[config.mk]
export PLATFORM = sky130hd
export DESIGN_NAME = running_covariance_accumulator_unit
export DESIGN_NICKNAME = d
export VERILOG_FILES = /design/src/sv/rcov_pkg.sv /design/src/sv/rcov_serial_unit.sv /design/src/sv/running_covariance_accumulator_unit.sv
export SDC_FILE = /design/constraint.sdc
export NUM_CORES = 2
export LEC_CHECK = 0
export BUFFER_PORTS_ARGS = -buffer_cell sky130_fd_sc_hd__buf_2
export CORE_MARGIN = 4
export CORE_UTILIZATION = 38
export CTS_CLUSTER_SIZE = 20
export DETAILED_ROUTE_END_ITERATION = 10
export GPL_TIMING_DRIVEN = 0
export PLACE_DENSITY_LB_ADDON = 0.15
export SLEW_MARGIN = 40
export SYNTH_ARGS = -nofsm -noshare
export SYNTH_HDL_FRONTEND = slang
export SYNTH_SLANG_ARGS = --single-unit
export TNS_END_PERCENT = 10
[constraint.sdc]
create_clock -name clk_i -period 17.66 [get_ports clk_i]
set_input_delay 1.766 -clock clk_i [delete_from_list [all_inputs] [get_ports clk_i]]
set_output_delay 1.766 -clock clk_i [all_outputs]
set_load 0.01 [all_outputs]
[src/sv/rcov_pkg.sv]
// ----------------------------------------------------------------------------
// rcov_pkg: shared types and constants
// Types and constants used by the covariance accumulator and its bit-serial
// arithmetic unit.
// ----------------------------------------------------------------------------
`default_nettype none

package rcov_pkg;

  // width of the serial unit's operands
  localparam int WORD_BITS = 64;
  // one bit per cycle, one step per operand bit
  localparam int STEPS     = WORD_BITS;
  localparam int STEP_BITS = $clog2(STEPS);

  localparam int MEAN_BITS = 32;
  localparam int VAR_BITS  = 40;
  localparam int EXT_BITS  = 16;
  localparam int CNT_OUT_BITS = 32;
  localparam int OUT_BITS  = CNT_OUT_BITS + 2 * MEAN_BITS + 3 * VAR_BITS + 4 * EXT_BITS;

  typedef enum logic [1:0] {
    MODE_MUL = 2'b01,
    MODE_DIV = 2'b10
  } ser_mode_e;

  typedef struct packed {
    logic      start;
    ser_mode_e mode;
  } ser_req_t;

  // operations of one sample's sequence
  typedef enum logic [3:0] {
    OP_QX = 4'd0,   // dx / n
    OP_QY = 4'd1,   // dy / n
    OP_MX = 4'd2,   // dx * (X - new mean)
    OP_MY = 4'd3,   // dy * (Y - new mean)
    OP_MP = 4'd4,   // dx * dy
    OP_QP = 4'd5,   // p / n
    OP_VX = 4'd6,   // x deviation sum / (n-1)
    OP_VY = 4'd7,   // y deviation sum / (n-1)
    OP_CV = 4'd8    // co-deviation sum / (n-1)
  } op_e;

endpackage

`default_nettype wire

[src/sv/rcov_serial_unit.sv]
// ----------------------------------------------------------------------------
// rcov_serial_unit: shared bit-serial multiplier / divider
// Unsigned 64x64 shift-add multiply or 64/64 restoring divide, one bit per
// cycle. Result is valid when done_o pulses and holds until the next start.
// ----------------------------------------------------------------------------
`default_nettype none

module rcov_serial_unit (
  input  wire logic                                clk_i,
  input  wire logic                                rst_ni,
  input  wire rcov_pkg::ser_req_t                  req_i,
  input  wire logic [rcov_pkg::WORD_BITS-1:0]      opa_i,  // multiplicand / dividend
  input  wire logic [rcov_pkg::WORD_BITS-1:0]      opb_i,  // multiplier / divisor
  output logic                                     done_o,
  output logic [rcov_pkg::WORD_BITS-1:0]           hi_o,   // product high half
  output logic [rcov_pkg::WORD_BITS-1:0]           lo_o    // product low half / quotient
);

  logic [rcov_pkg::WORD_BITS:0]       hi_q, hi_d;
  logic [rcov_pkg::WORD_BITS-1:0]     lo_q, lo_d;
  logic [rcov_pkg::WORD_BITS-1:0]     opd_q;
  rcov_pkg::ser_mode_e                mode_q;
  logic [rcov_pkg::STEP_BITS-1:0]     cnt_q;
  logic                               run_q;
  logic                               done_q;

  logic [rcov_pkg::WORD_BITS:0]       sum;
  logic [rcov_pkg::WORD_BITS:0]       rem;
  logic                               ge;

  always_comb begin
    sum  = hi_q + (lo_q[0] ? {1'b0, opd_q} : '0);
    rem  = {hi_q[rcov_pkg::WORD_BITS-1:0], lo_q[rcov_pkg::WORD_BITS-1]};
    ge   = rem >= {1'b0, opd_q};
    hi_d = hi_q;
    lo_d = lo_q;
    unique case (mode_q)
      rcov_pkg::MODE_MUL: begin
        hi_d = {1'b0, sum[rcov_pkg::WORD_BITS:1]};
        lo_d = {sum[0], lo_q[rcov_pkg::WORD_BITS-1:1]};
      end
      rcov_pkg::MODE_DIV: begin
        hi_d = ge ? (rem - {1'b0, opd_q}) : rem;
        lo_d = {lo_q[rcov_pkg::WORD_BITS-2:0], ge};
      end
      default: begin
        hi_d = hi_q;
        lo_d = lo_q;
      end
    endcase
  end

  always_ff @(posedge clk_i or negedge rst_ni) begin
    if (!rst_ni) begin
      run_q  <= 1'b0;
      done_q <= 1'b0;
      cnt_q  <= '0;
    end else begin
      done_q <= 1'b0;
      if (req_i.start) begin
        run_q <= 1'b1;
        cnt_q <= '0;
      end else if (run_q) begin
        cnt_q <= cnt_q + 1'b1;
        if (cnt_q == rcov_pkg::STEP_BITS'(rcov_pkg::STEPS - 1)) begin
          run_q  <= 1'b0;
          done_q <= 1'b1;
        end
      end
    end
  end

  always_ff @(posedge clk_i) begin
    if (req_i.start) begin
      mode_q <= req_i.mode;
      hi_q   <= '0;
      if (req_i.mode == rcov_pkg::MODE_DIV) begin
        lo_q  <= opa_i;
        opd_q <= opb_i;
      end else begin
        lo_q  <= opb_i;
        opd_q <= opa_i;
      end
    end else if (run_q) begin
      hi_q <= hi_d;
      lo_q <= lo_d;
    end
  end

  assign done_o = done_q;
  assign hi_o   = hi_q[rcov_pkg::WORD_BITS-1:0];
  assign lo_o   = lo_q;

endmodule

`default_nettype wire

[src/sv/running_covariance_accumulator_unit.sv]
// ----------------------------------------------------------------------------
// running_covariance_accumulator_unit: online mean / variance / covariance
// Welford update of count, means, deviation sums and extremes per (x, y)
// sample, with variances and covariance emitted after every sample.
// ----------------------------------------------------------------------------
// Usage:
//   Input stream s_axis: one word per sample pair, x in the low half of tdata.
//   Output stream m_axis: one word per input word: count, means (Q16.16),
//   variances and covariance (8 fraction bits), extremes; tuser = count full.
//   One sample is worked at a time. A shared bit-serial multiply/divide unit
//   runs 64 steps per operation, each with a launch and an update step.
//   A normal sample runs 9 operations before its result goes to the emit step;
//   the next input word is taken once the result is in the output register.
//   The first sample (or any with count <= 1) goes from accept straight to
//   the emit step; a sample arriving at full count runs only the 3 output
//   divisions before the emit step.
//   The result sits in an output register: the next sample is taken while it
//   waits. If the receiver stalls, the following result holds in the emit
//   step until the output register frees.
//   Reset clears count, means, sums and extremes at once; no clearing pass.
// ----------------------------------------------------------------------------
`default_nettype none

module running_covariance_accumulator_unit #(
  parameter  int SAMPLE_BITS = 16,
  parameter  int COUNT_BITS  = 32,
  parameter  int FRAC_BITS   = 16,
  localparam int InW         = ((2 * SAMPLE_BITS + 7) / 8) * 8
) (
  input  wire logic                          clk_i,
  input  wire logic                          rst_ni,
  input  wire logic                          s_axis_tvalid_i,
  output logic                               s_axis_tready_o,
  // sample_x, sample_y
  input  wire logic [InW-1:0]                s_axis_tdata_i,
  output logic                               m_axis_tvalid_o,
  input  wire logic                          m_axis_tready_i,
  // sample_count, average_x, average_y, variance_x, variance_y, covariance_xy,
  // smallest_x, largest_x, smallest_y, largest_y
  output logic [rcov_pkg::OUT_BITS-1:0]      m_axis_tdata_o,
  // count_full
  output logic [0:0]                         m_axis_tuser_o
);

  localparam int XB = SAMPLE_BITS + FRAC_BITS;          // sample in mean format
  localparam int DB = ((XB > 32) ? XB : 32) + 1;         // deviation width
  localparam int SH = 2 * FRAC_BITS - 8;                 // product scaling
  localparam int WB = rcov_pkg::WORD_BITS;

  typedef enum logic [4:0] {
    ST_IDLE   = 5'b00001,
    ST_LAUNCH = 5'b00010,
    ST_BUSY   = 5'b00100,
    ST_APPLY  = 5'b01000,
    ST_EMIT   = 5'b10000
  } state_e;

  function automatic logic signed [31:0] sat32(input logic signed [47:0] v);
    logic signed [31:0] r;
    if (v > 48'sh0000_7FFF_FFFF)       r = 32'sh7FFF_FFFF;
    else if (v < -48'sh0000_8000_0000) r = 32'sh8000_0000;
    else                               r = v[31:0];
    return r;
  endfunction

  function automatic logic signed [63:0] sat_add64(input logic signed [63:0] a,
                                                   input logic signed [63:0] b);
    logic [64:0] s;
    logic signed [63:0] r;
    s = {a[63], a} + {b[63], b};
    if (s[64] != s[63]) r = s[64] ? 64'sh8000_0000_0000_0000 : 64'sh7FFF_FFFF_FFFF_FFFF;
    else                r = s[63:0];
    return r;
  endfunction

  // ---- state ----
  state_e                         state_q;
  rcov_pkg::op_e                  op_q;
  logic [COUNT_BITS-1:0]          count_q;
  logic signed [31:0]             mean_x_q, mean_y_q;
  logic signed [63:0]             sx_q, sy_q, sxy_q;
  logic signed [SAMPLE_BITS-1:0]  min_x_q, max_x_q, min_y_q, max_y_q;

  // ---- per-sample work registers ----
  logic signed [SAMPLE_BITS-1:0]  x_q, y_q;
  logic signed [DB-1:0]           dx_q, dy_q;
  logic signed [63:0]             p_q;
  logic                           full_q;
  logic [rcov_pkg::VAR_BITS-1:0]  var_x_q, var_y_q, cov_q;

  // ---- output register ----
  logic                           out_valid_q;
  logic [rcov_pkg::OUT_BITS-1:0]  out_data_q;
  logic                           out_full_q;

  // ---- serial unit ----
  rcov_pkg::ser_req_t             req;
  logic [WB-1:0]                  opa, opb, res_hi, res_lo;
  logic                           unit_done;

  rcov_serial_unit u_serial (
    .clk_i  (clk_i),
    .rst_ni (rst_ni),
    .req_i  (req),
    .opa_i  (opa),
    .opb_i  (opb),
    .done_o (unit_done),
    .hi_o   (res_hi),
    .lo_o   (res_lo)
  );

  // ---- input side ----
  logic                           in_acc;
  logic signed [SAMPLE_BITS-1:0]  in_x, in_y;
  logic signed [DB-1:0]           in_xw, in_yw;
  logic [COUNT_BITS-1:0]          n_next;
  logic                           is_full;

  assign s_axis_tready_o = (state_q == ST_IDLE);
  assign in_acc  = s_axis_tvalid_i && s_axis_tready_o;
  assign in_x    = s_axis_tdata_i[SAMPLE_BITS-1:0];
  assign in_y    = s_axis_tdata_i[2*SAMPLE_BITS-1:SAMPLE_BITS];
  assign in_xw   = DB'(in_x) <<< FRAC_BITS;
  assign in_yw   = DB'(in_y) <<< FRAC_BITS;
  assign is_full = &count_q;
  assign n_next  = count_q + 1'b1;

  // ---- operand selection ----
  logic signed [DB-1:0] xw, yw, ex, ey;
  logic [DB-1:0]        dx_mag, dy_mag, ex_mag, ey_mag;
  logic [63:0]          p_mag, sxy_mag, n64, d64;

  always_comb begin
    xw      = DB'(x_q) <<< FRAC_BITS;
    yw      = DB'(y_q) <<< FRAC_BITS;
    ex      = xw - DB'(mean_x_q);   // mean already updated here
    ey      = yw - DB'(mean_y_q);
    dx_mag  = dx_q[DB-1] ? -dx_q : dx_q;
    dy_mag  = dy_q[DB-1] ? -dy_q : dy_q;
    ex_mag  = ex[DB-1] ? -ex : ex;
    ey_mag  = ey[DB-1] ? -ey : ey;
    p_mag   = p_q[63] ? -p_q : p_q;
    sxy_mag = sxy_q[63] ? -sxy_q : sxy_q;
    n64     = 64'(count_q);
    d64     = 64'(count_q - 1'b1);
  end

  always_comb begin
    req.start = (state_q == ST_LAUNCH);
    req.mode  = rcov_pkg::MODE_DIV;
    opa       = '0;
    opb       = n64;
    unique case (op_q)
      rcov_pkg::OP_QX: begin opa = 64'(dx_mag); opb = n64; end
      rcov_pkg::OP_QY: begin opa = 64'(dy_mag); opb = n64; end
      rcov_pkg::OP_MX: begin
        req.mode = rcov_pkg::MODE_MUL; opa = 64'(dx_mag); opb = 64'(ex_mag);
      end
      rcov_pkg::OP_MY: begin
        req.mode = rcov_pkg::MODE_MUL; opa = 64'(dy_mag); opb = 64'(ey_mag);
      end
      rcov_pkg::OP_MP: begin
        req.mode = rcov_pkg::MODE_MUL; opa = 64'(dx_mag); opb = 64'(dy_mag);
      end
      rcov_pkg::OP_QP: begin opa = p_mag; opb = n64; end
      rcov_pkg::OP_VX: begin opa = sx_q; opb = d64; end
      rcov_pkg::OP_VY: begin opa = sy_q; opb = d64; end
      rcov_pkg::OP_CV: begin opa = sxy_mag; opb = d64; end
      default: begin opa = '0; opb = n64; end
    endcase
  end

  // ---- result post-processing ----
  logic                  q_neg;
  logic [DB-1:0]         q_db;
  logic signed [DB:0]    q_s, m_sum;
  logic signed [31:0]    new_mean;
  logic [127:0]          prod_sh;
  logic [63:0]           r_mag, qp_diff;
  logic                  p_neg;
  logic signed [63:0]    scaled, qp_term;
  logic [rcov_pkg::VAR_BITS-1:0] var_res, cov_res;
  logic signed [63:0]    var_sum;

  always_comb begin
    // mean step: dx / n truncated toward zero
    q_neg    = (op_q == rcov_pkg::OP_QY) ? dy_q[DB-1] : dx_q[DB-1];
    q_db     = res_lo[DB-1:0];
    q_s      = q_neg ? -$signed({1'b0, q_db}) : $signed({1'b0, q_db});
    m_sum    = ((op_q == rcov_pkg::OP_QY) ? (DB+1)'(mean_y_q) : (DB+1)'(mean_x_q)) + q_s;
    new_mean = sat32(48'(m_sum));

    // scaled product, magnitude saturated
    prod_sh  = {res_hi, res_lo} >> SH;
    r_mag    = (|prod_sh[127:63]) ? 64'h7FFF_FFFF_FFFF_FFFF : {1'b0, prod_sh[62:0]};
    unique case (op_q)
      rcov_pkg::OP_MX: p_neg = dx_q[DB-1] ^ ex[DB-1];
      rcov_pkg::OP_MY: p_neg = dy_q[DB-1] ^ ey[DB-1];
      default:         p_neg = dx_q[DB-1] ^ dy_q[DB-1];
    endcase
    scaled   = p_neg ? -$signed(r_mag) : $signed(r_mag);

    // co-deviation term p - p / n
    qp_diff  = p_mag - res_lo;
    qp_term  = p_q[63] ? -$signed(qp_diff) : $signed(qp_diff);

    // variance output: zero for non-positive sums, saturate to 40 bits
    var_sum  = (op_q == rcov_pkg::OP_VY) ? sy_q : sx_q;
    if (var_sum <= 0)                          var_res = '0;
    else if (|res_lo[63:rcov_pkg::VAR_BITS])   var_res = '1;
    else                                       var_res = res_lo[rcov_pkg::VAR_BITS-1:0];

    // covariance output: signed clamp
    if (!sxy_q[63]) begin
      cov_res = (res_lo > 64'h0000_007F_FFFF_FFFF) ? 40'h7F_FFFF_FFFF
                                                   : res_lo[rcov_pkg::VAR_BITS-1:0];
    end else begin
      cov_res = (res_lo > 64'h0000_0080_0000_0000) ? 40'h80_0000_0000
                                                   : 40'(-res_lo);
    end
  end

  // ---- sequencer ----
  logic out_load;
  assign out_load = (state_q == ST_EMIT) && (!out_valid_q || m_axis_tready_i);

  always_ff @(posedge clk_i or negedge rst_ni) begin
    if (!rst_ni) begin
      state_q  <= ST_IDLE;
      op_q     <= rcov_pkg::OP_QX;
      count_q  <= '0;
      mean_x_q <= '0;
      mean_y_q <= '0;
      sx_q     <= '0;
      sy_q     <= '0;
      sxy_q    <= '0;
      min_x_q  <= '0;
      max_x_q  <= '0;
      min_y_q  <= '0;
      max_y_q  <= '0;
      out_valid_q <= 1'b0;
    end else begin
      if (out_load)                             out_valid_q <= 1'b1;
      else if (m_axis_tready_i)                 out_valid_q <= 1'b0;

      unique case (state_q)
        ST_IDLE: begin
          if (in_acc) begin
            if (is_full) begin
              op_q    <= rcov_pkg::OP_VX;
              state_q <= (count_q > COUNT_BITS'(1)) ? ST_LAUNCH : ST_EMIT;
            end else begin
              count_q <= n_next;
              if (n_next == COUNT_BITS'(1)) begin
                // first sample seeds means and extremes
                mean_x_q <= sat32(48'(in_xw));
                mean_y_q <= sat32(48'(in_yw));
                min_x_q  <= in_x;
                max_x_q  <= in_x;
                min_y_q  <= in_y;
                max_y_q  <= in_y;
                state_q  <= ST_EMIT;
              end else begin
                if (in_x < min_x_q) min_x_q <= in_x;
                if (in_x > max_x_q) max_x_q <= in_x;
                if (in_y < min_y_q) min_y_q <= in_y;
                if (in_y > max_y_q) max_y_q <= in_y;
                op_q    <= rcov_pkg::OP_QX;
                state_q <= ST_LAUNCH;
              end
            end
          end
        end
        ST_LAUNCH: state_q <= ST_BUSY;
        ST_BUSY: begin
          if (unit_done) state_q <= ST_APPLY;
        end
        ST_APPLY: begin
          state_q <= ST_LAUNCH;
          unique case (op_q)
            rcov_pkg::OP_QX: begin mean_x_q <= new_mean; op_q <= rcov_pkg::OP_QY; end
            rcov_pkg::OP_QY: begin mean_y_q <= new_mean; op_q <= rcov_pkg::OP_MX; end
            rcov_pkg::OP_MX: begin sx_q <= sat_add64(sx_q, scaled); op_q <= rcov_pkg::OP_MY; end
            rcov_pkg::OP_MY: begin sy_q <= sat_add64(sy_q, scaled); op_q <= rcov_pkg::OP_MP; end
            rcov_pkg::OP_MP: op_q <= rcov_pkg::OP_QP;
            rcov_pkg::OP_QP: begin
              sxy_q <= sat_add64(sxy_q, qp_term);
              op_q  <= rcov_pkg::OP_VX;
            end
            rcov_pkg::OP_VX: op_q <= rcov_pkg::OP_VY;
            rcov_pkg::OP_VY: op_q <= rcov_pkg::OP_CV;
            rcov_pkg::OP_CV: state_q <= ST_EMIT;
            default:         state_q <= ST_EMIT;
          endcase
        end
        ST_EMIT: begin
          if (out_load) state_q <= ST_IDLE;
        end
        default: state_q <= ST_IDLE;
      endcase
    end
  end

  // ---- payload registers ----
  always_ff @(posedge clk_i) begin
    if (in_acc) begin
      x_q     <= in_x;
      y_q     <= in_y;
      dx_q    <= in_xw - DB'(mean_x_q);
      dy_q    <= in_yw - DB'(mean_y_q);
      full_q  <= is_full;
      var_x_q <= '0;
      var_y_q <= '0;
      cov_q   <= '0;
    end
    if (state_q == ST_APPLY) begin
      unique case (op_q)
        rcov_pkg::OP_MP: p_q     <= scaled;
        rcov_pkg::OP_VX: var_x_q <= var_res;
        rcov_pkg::OP_VY: var_y_q <= var_res;
        rcov_pkg::OP_CV: cov_q   <= cov_res;
        default: ;
      endcase
    end
    if (out_load) begin
      out_data_q <= {16'(max_y_q), 16'(min_y_q), 16'(max_x_q), 16'(min_x_q),
                     cov_q, var_y_q, var_x_q, mean_y_q, mean_x_q, 32'(count_q)};
      out_full_q <= full_q;
    end
  end

  assign m_axis_tvalid_o = out_valid_q;
  assign m_axis_tdata_o  = out_data_q;
  assign m_axis_tuser_o  = out_full_q;

  // ---- assertions ----
  a_accept_blocks: assert property (@(posedge clk_i) disable iff (!rst_ni)
    in_acc |=> !s_axis_tready_o)
    else $error("input taken while a sample is in work");

  a_count_mono: assert property (@(posedge clk_i) disable iff (!rst_ni)
    count_q >= $past(count_q))
    else $error("sample count went backward");

  a_out_from_emit: assert property (@(posedge clk_i) disable iff (!rst_ni)
    $rose(m_axis_tvalid_o) |-> $past(state_q == ST_EMIT))
    else $error("result word raised outside emit step");

  a_done_in_busy: assert property (@(posedge clk_i) disable iff (!rst_ni)
    unit_done |-> (state_q == ST_BUSY))
    else $error("serial unit finished outside busy step");

endmodule

`default_nettype wire

==> summary.txt <==
Timing
  • Final worst-path setup slack: 4.98 ns
  • Min cycle time layout: around 13 ns
  • Final setup viols: 0
  • Final Max Tran Viols: 0
  • Worst Clk Skew: 0.0707 ns
  • Least-Margin Pin Slew: 1.07 ns
  • Relative slew slack: 0.265
  • Fmax: 0.0789 GHz
  • RSZ-0062 raised after global routing: no
  • Final hold violations: 0
  • Post-route clock period utilization: 0.718

Routing
  • Per-cell routed wire length: 30.2 um
  • Via count: 86000
  • DRC: 0
  • DR iter-0 viols: roughly 9200
  • DRT Wirelength: 422 mm
  • Number of routed nets with antenna violations: 0
  • Number of detailed-route iterations in the first pass: 9
  • DR vias/cell: just over 6

CTS
  • # hold bufs at CTS: 0
  • Clock Tree Buf Depth: 3
  • Num CTS Buffers: 145
  • Clk root buf: clkbuf_16
  • CTS tree: built
  • H-tree Lvls: 4
  • Post-CTS Setup Inserts: 0
  • Worst-Skew Late Latency: 0.86 ns
  • Clk pin slew, worst setup/hold paths: approximately 0.060 ns
  • Clock sinks: 1129
  • CTS resizes: 0

Critical path
  • Critical Path AT: 13.33 ns
  • Reg2Reg Setup Slack: 4.98 ns
  • Slowest cell on crit path: nor4_1
  • Cell repeated most along the worst path: clkbuf_1
  • Worst r2r src: u_serial.hi_q[26]$_SDFFE_PP0P_
  • CP required: 18.32 ns
  • Startpoint Class: flop
  • CP peak stage delay: slightly above 0.8 ns
  • Crit Path Max Fanout: 10
  • Critical path type: flop to flop
  • CP Capture Type: flop
  • Source of the critical timing path: u_serial.hi_q[26]$_SDFFE_PP0P_

Synthesis
  • Seq cells post-synth: roughly 1100
  • Number of synthesized flops with an enable pin: 574
  • Largest family of logic cells by synthesized area: compound AO/OA/AOI/OAI gates
  • Dominant cell type by area after synthesis: edfxtp_1
  • Post-Synth Adder-Cell Area: 0.0816
  • Mapped Area: 87100 um2
  • Synth Area in XOR/XNOR: 0.0864
  • YS warnings: 0
  • Mapped Cells: 10288
  • Multiplexer share of the synthesized area: 0.0292
  • Ranking of synthesized cells by area: edfxtp_1, dfrtp_1, ha_1
  • Sequential share of the synthesized area: 0.347
  • Yosys cell types: 115
  • Syn avg cell area: about 8.5 um2
  • Syn nets: 10888
  • Asr flop ratio synth: 0.328
  • Post-Synth Simple-Gate Area: 0.177
  • Post-synthesis compound-gate area fraction: 0.235
  • Synth top area share: 0.198
  • Top_reg_cell synth: edfxtp_1

Floorplan
  • Die ar.: 237000 um2
  • Area of the core: 228000 um2
  • # IOs: approximately 320
  • Starting Density: 0.383
  • # rows: 175
  • Die H: 487 um
  • Die W: 487 um

Min path
  • Hold_sp: var_y_q[20]$_DFF_P_
  • Hold Crit Class: flop to flop

Power
  • Total power: around 15000 uW
  • Peak supply drop: 0.000101 V
  • Power share of the combinational group: 0.552
  • Clock power frac: 0.208
  • Internal power: slightly below 8000 uW
  • NetSw: approximately 7500 uW
  • Share of power burned in registers: 0.240
  • Switch share: 0.489
  • Leak Pwr: 0.0415 uW
  • PwrDens: 153 nW/um2

Flow run
  • Maxcap violations: 0

GRT
  • Overall Global Routing Usage: 0.343
  • Largest net degree at the start of global routing: 73
  • First-pass GRT wire length: 597 mm
  • Initial antenna violation count: 17
  • Vias in the first global route: between 80000 and 90000
  • GRT overflow: 0

Place
  • I/O Buffers: 318
  • Hpwl dp: approximately 340 mm
  • Placer Congestion: 1.02
  • Pre-CTS setup slack: roughly 5.4 ns

Finish
  • Layout net count: 11427
  • Most frequent cells in the layout: a21oi_1, nor2_1, nand2_1
  • Final Core Density: 0.437
  • Share of cells above drive strength 1: 0.0931
  • Area Overhead vs Synth: 14.2%
  • Most common cell after layout, fill and taps aside: a21oi_1

Outcome
  • Status: finished, final reports clean
## layer usage
metal | global-route usage | share of wire | vias up
li1 | - | - | 38957
met1 | 0.454 | 0.42 | 42460
met2 | 0.529 | 0.44 | 3735
met3 | 0.0599 | 0.073 | 834
met4 | 0.193 | 0.066 | 14
met5 | 0 | 0.00018 | -
## flip-flops by register name, indices dropped and copies added (netlist names), 64 cells and up
register and flops:
sxy_q 64, sy_q 64, u_serial.lo_o 64, u_serial.hi_q 65, m_axis_tdata_o 280, sx_q 64, u_serial.opd_q 64, p_q 64
## area by class of cell
class	instances	area [um2]
Antenna cell	13	32.5
Buffer	582	2300
Clock buffer	184	3940
Clock inverter	87	1160
Fill cell	22833	128000
Inverter	428	1610
Multi-Input combinational cell	8149	53900
Sequential cell	1129	30200
Tap cell	3009	3760
Timing Repair Buffer	392	2610
## worst paths after layout
kind,to,depth (start not counted)
setup / recovery,sy_q[22]$_DFFE_PN0P_,34
hold / removal,m_axis_tdata_o[156]$_DFFE_PP_,0
setup reg to reg,sy_q[22]$_DFFE_PN0P_,34
hold reg to reg,m_axis_tdata_o[156]$_DFFE_PP_,0
max in group asynchronous,min_x_q[12]$_DFFE_PN0P_,4
min in group asynchronous,sy_q[25]$_DFFE_PN0P_,1
## worst max-delay path: cells and delay by family (launching register included)
family	cells	cell delay (ns)
DFF	1	0.40
and+or+nand+nor	17	5.98
adders and majority gates	2	0.50
buffers and inverters	7	2.78
AOI/OAI and AO/OA	7	2.04
xor gates and xnor gates	1	0.72
## cells in the mapped netlist (52+ instances only)
library cell	instances
o22ai_1	113
a211oi_1	85
and3_1	70
xor2_1	308
a21o_1	373
or3_1	84
xnor2_1	547
a22o_1	57
nor2b_1	67
mux2i_1	170
clkbuf_1	528
o211ai_1	57
a221oi_1	52
nand2b_1	86
inv_1	427
a31oi_1	88
dfxtp_1	185
a21oi_1	1009
nand3_1	236
o21a_1	74
or4_1	63
nor3_1	227
mux2_2	75
nand2_1	924
o21bai_1	103
nand4_1	166
nor4_1	113
edfxtp_1	574
dfrtp_1	369
nor2_1	949
ha_1	557
o31ai_1	101
o21ai_0	735
## stage by stage
| stage | std cells | instance area [um2] | TNS [ns] | hold WS [ns] |
|---|---|---|---|---|
| 2_1_floorplan | 10288 | 87100 | 0 | 0.400 |
| 3_3_place_gp | 13615 | 92500 | -866.61 | 0.414 |
| 6_report | 13973 | 99500 | 0 | 0.428 |
| 4_1_cts | 13959 | 99400 | 0 | 0.430 |
| 5_1_grt | 13962 | 99500 | 0 | 0.435 |
| 3_5_place_dp | 13688 | 94300 | 0 | 0.413 |
## cell families (layout without fill, tap and decap cells)
| family | count (synthesis) | after routing |
|---|---|---|
| other cells | 0 | 13 |
| buf+inv | 1010 | 1673 |
| compound gates | 3257 | 3257 |
| xor+xnor | 857 | 857 |
| simple gates | 3226 | 3226 |
| fa+ha+maj | 564 | 564 |
| flops | 1129 | 1129 |
| mux | 245 | 245 |
## power groups by stage
| stage | logic [uW] | registers [uW] | clock network (uW) |
|---|---|---|---|
| after global routing | 9020 | 3670 | 3330 |
| after floorplan | 5490 | 3460 | 0 |
| after CTS | 8220 | 3630 | 3230 |
| after global placement | 8020 | 3690 | 0 |
| after detailed placement | 8170 | 3680 | 0 |
| final | 8420 | 3650 | 3170 |
No activity file was read; power rests on OpenSTA's default activity.
